<file path="src/design/tpe_pkg.sv">
// ----------------------------------------------------------------------------
// Tracking payload encoder package
// Field widths and coding constants shared by the encoder modules.
// ----------------------------------------------------------------------------
package tpe_pkg;

    localparam int LAT_W     = 28;
    localparam int LON_W     = 29;
    localparam int CODE_W    = 24;
    localparam int ALT_W     = 16;
    localparam int KIND_W    = 3;
    localparam int SPEED_W   = 14;
    localparam int HEADING_W = 16;
    localparam int BYTE_W    = 8;
    localparam int WORD_W    = 16;

    // Coordinate scale factors (codes per degree).
    localparam int unsigned LAT_SCALE = 93206;
    localparam int unsigned LON_SCALE = 46603;

    // Signed 24-bit code limits, as magnitudes.
    localparam int unsigned CODE_POS_MAX = 8388607;
    localparam int unsigned CODE_NEG_MAG = 8388608;

    // Type word layout.
    localparam logic [10:0] ALT_FIELD_MAX = 11'h7FF;

    // Speed coding.
    localparam logic [SPEED_W-1:0] SPEED_DIRECT_MAX = 14'd2032;
    localparam logic [SPEED_W:0]   SPEED_ROUND      = 15'd8;
    localparam logic [8:0]         SPEED_SCALED_BASE = 9'h080;
    localparam logic [8:0]         BYTE_MAX9        = 9'h0FF;
    // floor(r / 5) = (r * 1639) >> 13 for every r below 2048.
    localparam logic [21:0]        DIV5_RECIP       = 22'd1639;
    localparam int                 DIV5_SHIFT       = 13;

    // Heading coding: floor((hdg * 255 + 23040) / 46080).
    localparam logic [23:0] HDG_ROUND  = 24'd23040;
    localparam logic [48:0] HDG_RECIP  = 49'd23860930;
    localparam int          HDG_SHIFT  = 40;

    localparam logic [BYTE_W-1:0] CLIMB_CODE = 8'h00;

endpackage

</file>
<file path="src/design/tracking_payload_encoder.sv">
// ----------------------------------------------------------------------------
// Tracking payload encoder: one position report in, one packed payload out.
// Path: an accepted input beat is held in the input register, then its result in the result register.
// Throughput: 1 beat per cycle while out_stall is low, set by the input and result register stages.
// Reset: rst_n clears both stage valid flags; no beat is held after reset.
// ----------------------------------------------------------------------------
module tracking_payload_encoder #(
    parameter int COORD_FRAC_BITS = 20
) (
    input  logic                                 clk,
    input  logic                                 rst_n,

    input  logic                                 in_valid,
    output logic                                 in_stall,
    input  logic signed [tpe_pkg::LAT_W-1:0]     latitude,
    input  logic signed [tpe_pkg::LON_W-1:0]     longitude,
    input  logic [tpe_pkg::ALT_W-1:0]            altitude_m,
    input  logic [tpe_pkg::KIND_W-1:0]           craft_kind,
    input  logic [tpe_pkg::SPEED_W-1:0]          speed_q4,
    input  logic [tpe_pkg::HEADING_W-1:0]        heading_q7,

    output logic                                 out_valid,
    input  logic                                 out_stall,
    output logic signed [tpe_pkg::CODE_W-1:0]    lat_code,
    output logic signed [tpe_pkg::CODE_W-1:0]    lon_code,
    output logic [tpe_pkg::WORD_W-1:0]           type_word,
    output logic [tpe_pkg::BYTE_W-1:0]           speed_byte,
    output logic [tpe_pkg::BYTE_W-1:0]           climb_byte,
    output logic [tpe_pkg::BYTE_W-1:0]           heading_byte
);
    import tpe_pkg::*;

    logic in_accept;
    logic res_advance;

    logic s1_valid_reg;
    logic s1_valid_next;
    logic out_valid_reg;
    logic out_valid_next;

    logic signed [LAT_W-1:0] latitude_reg;
    logic signed [LON_W-1:0] longitude_reg;
    logic [ALT_W-1:0]        altitude_reg;
    logic [KIND_W-1:0]       kind_reg;
    logic [SPEED_W-1:0]      speed_reg;
    logic [HEADING_W-1:0]    heading_reg;

    logic signed [CODE_W-1:0] lat_calc;
    logic signed [CODE_W-1:0] lon_calc;
    logic [WORD_W-1:0]        type_calc;
    logic [BYTE_W-1:0]        speed_calc;
    logic [BYTE_W-1:0]        heading_calc;

    logic signed [CODE_W-1:0] lat_code_reg;
    logic signed [CODE_W-1:0] lon_code_reg;
    logic [WORD_W-1:0]        type_word_reg;
    logic [BYTE_W-1:0]        speed_byte_reg;
    logic [BYTE_W-1:0]        heading_byte_reg;

    // The result register moves whenever it is empty or its beat is taken.
    assign res_advance = !out_valid_reg || !out_stall;
    assign in_stall    = s1_valid_reg && !res_advance;
    assign in_accept   = in_valid && !in_stall;

    always_comb
    begin
        s1_valid_next  = in_accept || (s1_valid_reg && !res_advance);
        out_valid_next = res_advance ? s1_valid_reg : out_valid_reg;
    end

    always_ff @(posedge clk or negedge rst_n)
    begin
        if (!rst_n)
        begin
            s1_valid_reg  <= 1'b0;
            out_valid_reg <= 1'b0;
        end
        else
        begin
            s1_valid_reg  <= s1_valid_next;
            out_valid_reg <= out_valid_next;
        end
    end

    always_ff @(posedge clk)
    begin
        if (in_accept)
        begin
            latitude_reg  <= latitude;
            longitude_reg <= longitude;
            altitude_reg  <= altitude_m;
            kind_reg      <= craft_kind;
            speed_reg     <= speed_q4;
            heading_reg   <= heading_q7;
        end
    end

    tpe_coord_scale #(
        .IN_W      (LAT_W),
        .SCALE     (LAT_SCALE),
        .FRAC_BITS (COORD_FRAC_BITS)
    ) u_lat_scale (
        .raw  (latitude_reg),
        .code (lat_calc)
    );

    tpe_coord_scale #(
        .IN_W      (LON_W),
        .SCALE     (LON_SCALE),
        .FRAC_BITS (COORD_FRAC_BITS)
    ) u_lon_scale (
        .raw  (longitude_reg),
        .code (lon_calc)
    );

    tpe_field_pack u_field_pack (
        .altitude_m   (altitude_reg),
        .craft_kind   (kind_reg),
        .speed_q4     (speed_reg),
        .heading_q7   (heading_reg),
        .type_word    (type_calc),
        .speed_byte   (speed_calc),
        .heading_byte (heading_calc)
    );

    always_ff @(posedge clk)
    begin
        if (s1_valid_reg && res_advance)
        begin
            lat_code_reg     <= lat_calc;
            lon_code_reg     <= lon_calc;
            type_word_reg    <= type_calc;
            speed_byte_reg   <= speed_calc;
            heading_byte_reg <= heading_calc;
        end
    end

    assign out_valid    = out_valid_reg;
    assign lat_code     = lat_code_reg;
    assign lon_code     = lon_code_reg;
    assign type_word    = type_word_reg;
    assign speed_byte   = speed_byte_reg;
    assign climb_byte   = CLIMB_CODE;
    assign heading_byte = heading_byte_reg;

    // A result can only appear when the input stage held a beat.
    assert property (@(posedge clk) disable iff (!rst_n)
        $rose(out_valid_reg) |-> $past(s1_valid_reg))
        else $error("result appeared without a beat in the input stage");

    // A beat held in the input stage is never dropped while the output stalls.
    assert property (@(posedge clk) disable iff (!rst_n)
        s1_valid_reg && !res_advance |=> s1_valid_reg && out_valid_reg)
        else $error("stalled beat lost from the input stage");

    // Every delivered type word carries the online bit.
    assert property (@(posedge clk) disable iff (!rst_n)
        out_valid_reg |-> type_word_reg[WORD_W-1])
        else $error("online bit missing from type word");

    // A scaled altitude is always at least 512 in units of 4 m.
    assert property (@(posedge clk) disable iff (!rst_n)
        out_valid_reg && type_word_reg[11] |-> type_word_reg[10:9] != 2'b00)
        else $error("scaled altitude field below its lower bound");

endmodule

</file>
<file path="src/design/tpe_coord_scale.sv">
// ----------------------------------------------------------------------------
// Coordinate scaler
// Multiplies a signed fixed-point coordinate by a constant, rounds half away
// from zero and saturates the result to a signed 24-bit code.
// ----------------------------------------------------------------------------
module tpe_coord_scale #(
    parameter int IN_W      = 28,
    parameter int SCALE     = 93206,
    parameter int FRAC_BITS = 20
) (
    input  logic signed [IN_W-1:0]           raw,
    output logic signed [tpe_pkg::CODE_W-1:0] code
);
    import tpe_pkg::*;

    localparam int SCALE_W = $clog2(SCALE + 1);
    localparam int PROD_W  = IN_W + SCALE_W + 1;

    logic              neg;
    logic [IN_W-1:0]   mag;
    logic [PROD_W-1:0] prod;
    logic [PROD_W-1:0] rounded;
    logic [PROD_W-1:0] quo;

    // Work on the magnitude so that rounding is symmetric about zero.
    assign neg     = raw[IN_W-1];
    assign mag     = neg ? (~raw + 1'b1) : raw;
    assign prod    = PROD_W'(mag) * PROD_W'(SCALE);
    assign rounded = prod + (PROD_W'(1) << (FRAC_BITS - 1));
    assign quo     = rounded >> FRAC_BITS;

    always_comb
    begin
        if (neg)
        begin
            if (quo > PROD_W'(CODE_NEG_MAG))
            begin
                code = CODE_W'(CODE_NEG_MAG);
            end
            else
            begin
                code = ~quo[CODE_W-1:0] + 1'b1;
            end
        end
        else
        begin
            if (quo > PROD_W'(CODE_POS_MAX))
            begin
                code = CODE_W'(CODE_POS_MAX);
            end
            else
            begin
                code = quo[CODE_W-1:0];
            end
        end
    end

endmodule

</file>
<file path="src/design/tpe_field_pack.sv">
// ----------------------------------------------------------------------------
// Field packer
// Builds the type word and codes the speed and heading into single bytes.
// ----------------------------------------------------------------------------
module tpe_field_pack (
    input  logic [tpe_pkg::ALT_W-1:0]     altitude_m,
    input  logic [tpe_pkg::KIND_W-1:0]    craft_kind,
    input  logic [tpe_pkg::SPEED_W-1:0]   speed_q4,
    input  logic [tpe_pkg::HEADING_W-1:0] heading_q7,
    output logic [tpe_pkg::WORD_W-1:0]    type_word,
    output logic [tpe_pkg::BYTE_W-1:0]    speed_byte,
    output logic [tpe_pkg::BYTE_W-1:0]    heading_byte
);
    import tpe_pkg::*;

    logic        alt_scaled;
    logic [13:0] alt_quarter;
    logic [10:0] alt_field;

    logic [SPEED_W:0] spd_sum;
    logic [10:0]      spd_round;
    logic [21:0]      spd_prod;
    logic [8:0]       spd_div5;
    logic [8:0]       spd_scaled;

    logic [23:0] hdg_num;
    logic [48:0] hdg_prod;
    logic [8:0]  hdg_quo;

    // Altitude: direct up to the field limit, otherwise in units of 4 m.
    assign alt_scaled  = altitude_m > ALT_W'(ALT_FIELD_MAX);
    assign alt_quarter = altitude_m[ALT_W-1:2];

    always_comb
    begin
        if (!alt_scaled)
        begin
            alt_field = altitude_m[10:0];
        end
        else if (alt_quarter > 14'(ALT_FIELD_MAX))
        begin
            alt_field = ALT_FIELD_MAX;
        end
        else
        begin
            alt_field = alt_quarter[10:0];
        end
    end

    assign type_word = {1'b1, craft_kind, alt_scaled, alt_field};

    // Speed: the range test uses the unrounded value.
    assign spd_sum    = {1'b0, speed_q4} + SPEED_ROUND;
    assign spd_round  = spd_sum[SPEED_W:4];
    assign spd_prod   = 22'(spd_round) * DIV5_RECIP;
    assign spd_div5   = spd_prod[DIV5_SHIFT+8:DIV5_SHIFT];
    assign spd_scaled = SPEED_SCALED_BASE + spd_div5;

    always_comb
    begin
        if (speed_q4 <= SPEED_DIRECT_MAX)
        begin
            speed_byte = spd_round[BYTE_W-1:0];
        end
        else if (spd_scaled > BYTE_MAX9)
        begin
            speed_byte = BYTE_MAX9[BYTE_W-1:0];
        end
        else
        begin
            speed_byte = spd_scaled[BYTE_W-1:0];
        end
    end

    // Heading: hdg * 255 is formed as a shift and subtract, the division by
    // 46080 as a multiply by its scaled reciprocal.
    assign hdg_num  = {heading_q7, 8'h00} - 24'(heading_q7) + HDG_ROUND;
    assign hdg_prod = 49'(hdg_num) * HDG_RECIP;
    assign hdg_quo  = hdg_prod[HDG_SHIFT+8:HDG_SHIFT];

    assign heading_byte = (hdg_quo > BYTE_MAX9) ? BYTE_MAX9[BYTE_W-1:0]
                                                : hdg_quo[BYTE_W-1:0];

endmodule

</file>
<file path="config.mk">
export PLATFORM = sky130hd
export DESIGN_NAME = tracking_payload_encoder
export DESIGN_NICKNAME = d
export VERILOG_FILES = /design/src/design/tpe_pkg.sv /design/src/design/tracking_payload_encoder.sv /design/src/design/tpe_coord_scale.sv /design/src/design/tpe_field_pack.sv
export SDC_FILE = /design/constraint.sdc
export NUM_CORES = 2
export LEC_CHECK = 0
export BUFFER_PORTS_ARGS = -buffer_cell sky130_fd_sc_hd__buf_2
export CAP_MARGIN = 0
export CELL_PAD_IN_SITES_DETAIL_PLACEMENT = 1
export CELL_PAD_IN_SITES_GLOBAL_PLACEMENT = 1
export CORE_MARGIN = 3
export CORE_UTILIZATION = 41
export CTS_CLUSTER_SIZE = 14
export DETAILED_ROUTE_END_ITERATION = 7
export PLACE_DENSITY = 0.82
export SLEW_MARGIN = 20
export SYNTH_ARGS = -nofsm -noshare
export SYNTH_HDL_FRONTEND = slang
export SYNTH_SLANG_ARGS = --single-unit
</file>
<file path="constraint.sdc">
create_clock -name clk -period 9.8 [get_ports clk]
set_input_delay 1.96 -clock clk [delete_from_list [all_inputs] [get_ports clk]]
set_output_delay 1.96 -clock clk [all_outputs]
set_load 0.005 [all_outputs]
</file>
* Yosys cells after proc, flatten, opt, wreduce, memory -nomap -nowiden
Index checks and enable logic that the tools add are counted.
Word-level totals: bits in registers 187, input bits 110, word-level logic and storage cells 61
Operators by class: $add $sub $neg 10, multiply operators 4, order comparisons 9, multiplexer cells 12, bitwise gates (word level) 4, reductions and logical operators 9
Operators with widths (number):
- $mux 24 | 6
- $add 45x20->46 const B | 2
- $gt 26x23->1 const B | 2
- $gt 26x24->1 const B | 2
- $add 24x1->24 const B | 2
- $mul 24x24->48 const B | 1
- $not 24->24 | 2
- $mul 29x16->45 const B | 1
- $mul 28x16->44 const B | 1
- $add 29x1->29 const B | 1
- $mux 29 | 1
- $not 29->29 | 1
- $add 28x1->28 const B | 1
- $mux 28 | 1
- $not 28->28 | 1
- $add 24x15->24 const B | 1
- $sub 24x16->24 | 1
- $mul 11x11->22 const B | 1
- $mux 11 | 2
- $gt 9x8->1 const B | 2
- $gt 16x11->1 const B | 1
- $mux 8 | 2
- $add 14x4->15 const B | 1
- $gt 14x11->1 const B | 1
- other kinds (5) | 11

* Longest topological paths before layout
depth in word-level cells 9, mapped depth 39, mapped depth without buffers 39

* Modules after synthesis
A second synthesis with hierarchy kept.
Second synthesis, totals: cells, all modules 4050, area, all modules 38683.4 um^2
By module, submodules not included:
- tpe_field_pack | instances 1, cells each 1399, area each 12593.3 um^2, seq. area each 0.0 um^2
- tpe_coord_scale at u_lat_scale | instances 1, cells each 1254, area each 10463.8 um^2, seq. area each 0.0 um^2
- tpe_coord_scale at u_lon_scale | instances 1, cells each 1194, area each 9884.5 um^2, seq. area each 0.0 um^2
- tracking_payload_encoder | instances 1, cells each 203, area each 5741.8 um^2, seq. area each 5635.4 um^2

* Worst setup path before layout
No wires, ideal clock.
path type reg2reg, start point register latitude_reg[0], end point register lat_code_reg[23], in the netlist lat_code[23] (data pin), setup time 0.259 ns, data arrival time 9.660 ns, required time 9.541 ns, setup slack -0.119 ns, cell stages (with the launch flop) 32, cell sequence edfxtp_1 or3_1 nand2b_1 or4_1 or4_1 nor4_1 nor2_1 xor2_1 ha_1 inv_1 fa_1 fa_1 fa_1 fa_1 fa_1 inv_1 ha_1 clkbuf_1 nand2_1 nor2_1 a211o_1 o21bai_1 a21oi_1 o211ai_1 or4_1 buf_2 or3_4 o31a_1 a2111o_1 nor4_4 a21oi_2 o31a_1
Between the ends: word-level cells in the longest chain between the ends 9
RTL lines:
- start, declared | line tracking_payload_encoder.sv:41 | logic signed [LAT_W-1:0] latitude_reg;
- start signal, assigned | line tracking_payload_encoder.sv:89 | latitude_reg <= latitude;
- $not 28->28 | line tpe_coord_scale.sv:27 | assign mag = neg ? (~raw + 1'b1) : raw;
- $add 28x1->28 | line tpe_coord_scale.sv:27
- $mux 28 (*) | line tpe_coord_scale.sv:27
- $mul 28x16->44 (*) | line tpe_coord_scale.sv:28 | assign prod = PROD_W'(mag) * PROD_W'(SCALE);
- $add 45x20->46 (*) | line tpe_coord_scale.sv:29 | assign rounded = prod + (PROD_W'(1) << (FRAC_BITS - 1));
- $not 24->24 | line tpe_coord_scale.sv:42 | code = ~quo[CODE_W-1:0] + 1'b1;
- $add 24x1->24 | line tpe_coord_scale.sv:42
- $mux 24 | line tpe_coord_scale.sv:36 | if (quo > PROD_W'(CODE_NEG_MAG))
- $mux 24 (*) | line tpe_coord_scale.sv:34 | if (neg)
- named net lat_calc[23] | line tracking_payload_encoder.sv:48 | logic signed [CODE_W-1:0] lat_calc;
- end signal, assigned | line tracking_payload_encoder.sv:130 | lat_code_reg <= lat_calc;
- end, declared | line tracking_payload_encoder.sv:54 | logic signed [CODE_W-1:0] lat_code_reg;
Mark *: on every way through the listed nets, which the timed path passes. The rest lies on a longest branch. A chain may end at the register's enable or synchronous reset.

* Worst setup path after layout
Same ends and word-level chain as after synthesis.

==> impl_metrics.py <==
metrics = {
    "sta": {
        "finalCritPeriodShare": 0.9858,
        "holdWs_ps": 426.8,
        "setup_viol": 0,
        "max-slew-margin-rel": 0.3420,
        "finalHoldViolCount": 0,
        "fmax_ghz": 0.1035,
        "fin_skew_ps": 26.83,
        "rsz0062_at_grt": "true",
        "drv_slew": 0,
        "tightest_slew_ps": 984.6,
        "min_period_ps": 9661,
    },
    "logic_synthesis": {
        "syn_avg_cell_area_um2": 10.05,
        "synth_fa_ha_area_frac": 0.5084,
        "yosys_register_bits": 187,
        "synth_top_area_share": 0.2760,
        "muxShareOfSynthArea": 0.005843,
        "synthTopCellsByArea": "fa_1, ha_1, edfxtp_1",
        "async_flop_share": 0.01070,
        "synthSimpleGateAreaFrac": 0.09044,
        "yosysSeqAreaShare": 0.1549,
        "synth_ff_type": "edfxtp_1",
        "synthCells": 3601,
        "synth_top_area_cell": "fa_1",
        "synth-edff-count": 185,
        "ys_types": 96,
        "synth_warnings": 0,
        "syn-cell-area_um2": 36190,
        "synthXorXnorAreaFrac": 0.04719,
        "synth_top_family_by_area": "adder cells",
        "synth-compound-area-share": 0.1016,
    },
    "floorplan": {
        "die_w_um": 303.1,
        "fp.coreArea_um2": 87160,
        "start_util": 0.4152,
        "num_io_pins": 200,
        "fp-row-count": 108,
        "die_y_um": 303.1,
        "die_area_um2": 91870,
    },
    "clock_network": {
        "clock_path_buffers": 2,
        "clockRootBuffer": "clkbuf_16",
        "cts_max_level": 4,
        "cts_tree": "done",
        "cts_buffers": 17,
        "cts_sinks": 187,
        "insertion_delay_ps": 530,
        "cts.clk_slew.worst_paths_ps": 90,
    },
    "cells_and_area": {
        "drive_gt1_frac": 0.1576,
        "design_area_um2": 41270,
        "synthToLayoutAreaGrowth_pct": 14.05,
        "final_nets": 5211,
        "largest_reg_flops": 29,
    },
    "drt": {
        "wl_um": 115300,
        "drc": 0,
        "ant_nets": 0,
        "num_vias": 28150,
        "wl_per_cell_um": 22.63,
        "firstDrtPassIters": 5,
        "dr.first_iter.drc_count": 1895,
        "via_per_inst": 5.523,
    },
    "setup_path": {
        "required_ps": 10090,
        "crit_arrival_ps": 9950,
        "crit_buf_inv": 7,
        "reg2reg_slack_ps": 140,
        "worst_path_largest_cell_delay_ps": 580,
        "cp_slowest_cell": "fa_1",
        "path_class": "reg -> reg",
        "cp_top_family": "adder cells",
        "start_kind": "flip-flop",
        "critPathMaxFanout": 6,
        "endpoint_kind": "flip-flop",
    },
    "global_routing": {
        "grt_use_total": 0.2514,
        "grt_pass1_vias": 31280,
        "grt_pass1_wl_um": 175700,
        "grt_max_degree": 58,
        "grt_overflow": 0,
        "antenna_found_initial": 9,
    },
    "place": {
        "hpwl_um": 98110,
        "io_buffer_count": 190,
        "placed_area_um2": 39370,
        "finalWeightedCongestion": 0.9572,
    },
    "status": {
        "status": "complete, no violations",
    },
    "hold_path": {
        "min_path_type": "reg -> reg",
    },
    "flow_run": {
        "maxCapViolCount": 0,
    },
}
[synthesized netlist by cell type (16+ instances only)]
cell type	n
a211oi_1	24
a21o_1	65
a21oi_1	121
and2_1	16
and3_1	20
clkbuf_1	43
edfxtp_1	185
fa_1	499
ha_1	672
inv_1	808
nand2_1	153
nand2b_1	26
nand3_1	52
nand4_1	32
nor2_1	147
nor3_1	62
nor4_1	20
o211ai_1	19
o21a_1	29
o21ai_0	73
o21bai_1	16
o31ai_1	21
or2_2	19
or3_1	21
xnor2_1	124
xor2_1	71
[final timing paths]
kind / startpoint / endpoint / cells past startpoint
min reg2reg: kind_reg[1] / type_word[13] / 0
min in group asynchronous: rst_n / out_valid / 1
max in group asynchronous: rst_n / s1_valid_reg / 1
max: latitude_reg[0] / lat_code[23] / 34
min: kind_reg[1] / type_word[13] / 0
max reg2reg: latitude_reg[0] / lat_code[23] / 34
[kinds of logic (layout without fill, tap and decap cells)]
group	Yosys count	after routing
buf+inv	868	1201
fa+ha+maj	1171	1171
flops	187	187
compound gates	519	519
xor+xnor	195	195
mux	20	20
other cells	2	10
simple gates	639	639
[timing repair]
item	CTS	global route
setup endpoints to repair	44	55
cloned	0	0
hold buffers	0	0
gates resized for setup	68	148
setup buffers	9	30
pin swaps	16	56
[cells in the final DEF (no fill, tap or decap), types with 64 or more instances in the layout]
master,count
xor2_1,69
inv_1,800
edfxtp_1,185
ha_1,650
fa_1,497
nand2_1,147
a21o_1,64
xnor2_1,110
a21oi_1,102
nor2_1,140
buf_2,190
buf_4,167
[final cells by class]
type,instances,area [um^2]
clock buffer,18,429.2
antenna,1,2.502
timing repair buffer,360,2256
multi-input combinational,2553,28330
sequential,187,5605
tap,1155,1445
clock inverter,12,162.7
inverter,811,3044
fill,9801,45880
[layer usage]
metal | GRT usage | vias up | part of all wire
met5 | 0 | - | 0.00023
met4 | 0.08393 | 4 | 0.032
met3 | 0.06877 | 217 | 0.077
met2 | 0.4158 | 882 | 0.47
met1 | 0.3180 | 14360 | 0.42
li1 | - | 12690 | -
[worst register-to-register path: cells and delay by family, from the launching register on]
kind	cells	cell delay, ps
buffers and inverters	7	690
adders and majority gates	8	3440
xor gates and xnor gates	2	210
and+or+nand+nor	8	2430
DFF	1	410
AOI/OAI and AO/OA	9	2250
[metrics by stage]
| step | setup WS (ps) | setup TNS, ps | utilization | cells |
|---|---|---|---|---|
| final | 139.4 | 0 | 0.4736 | 5097 |
| after global placement | -109.3 | -201.9 | 0.4518 | 5027 |
| after CTS | 5.143 | 0 | 0.4628 | 5066 |
| after floorplan | 108.8 | 0 | - | 3608 |
| after detailed placement | -363.6 | -9306 | 0.4518 | 5027 |
| after global routing | -129.5 | -1240 | 0.4735 | 5096 |
Power is not shown: default switching activity piles up to over one toggle a cycle in this logic, so the estimate is an artifact.
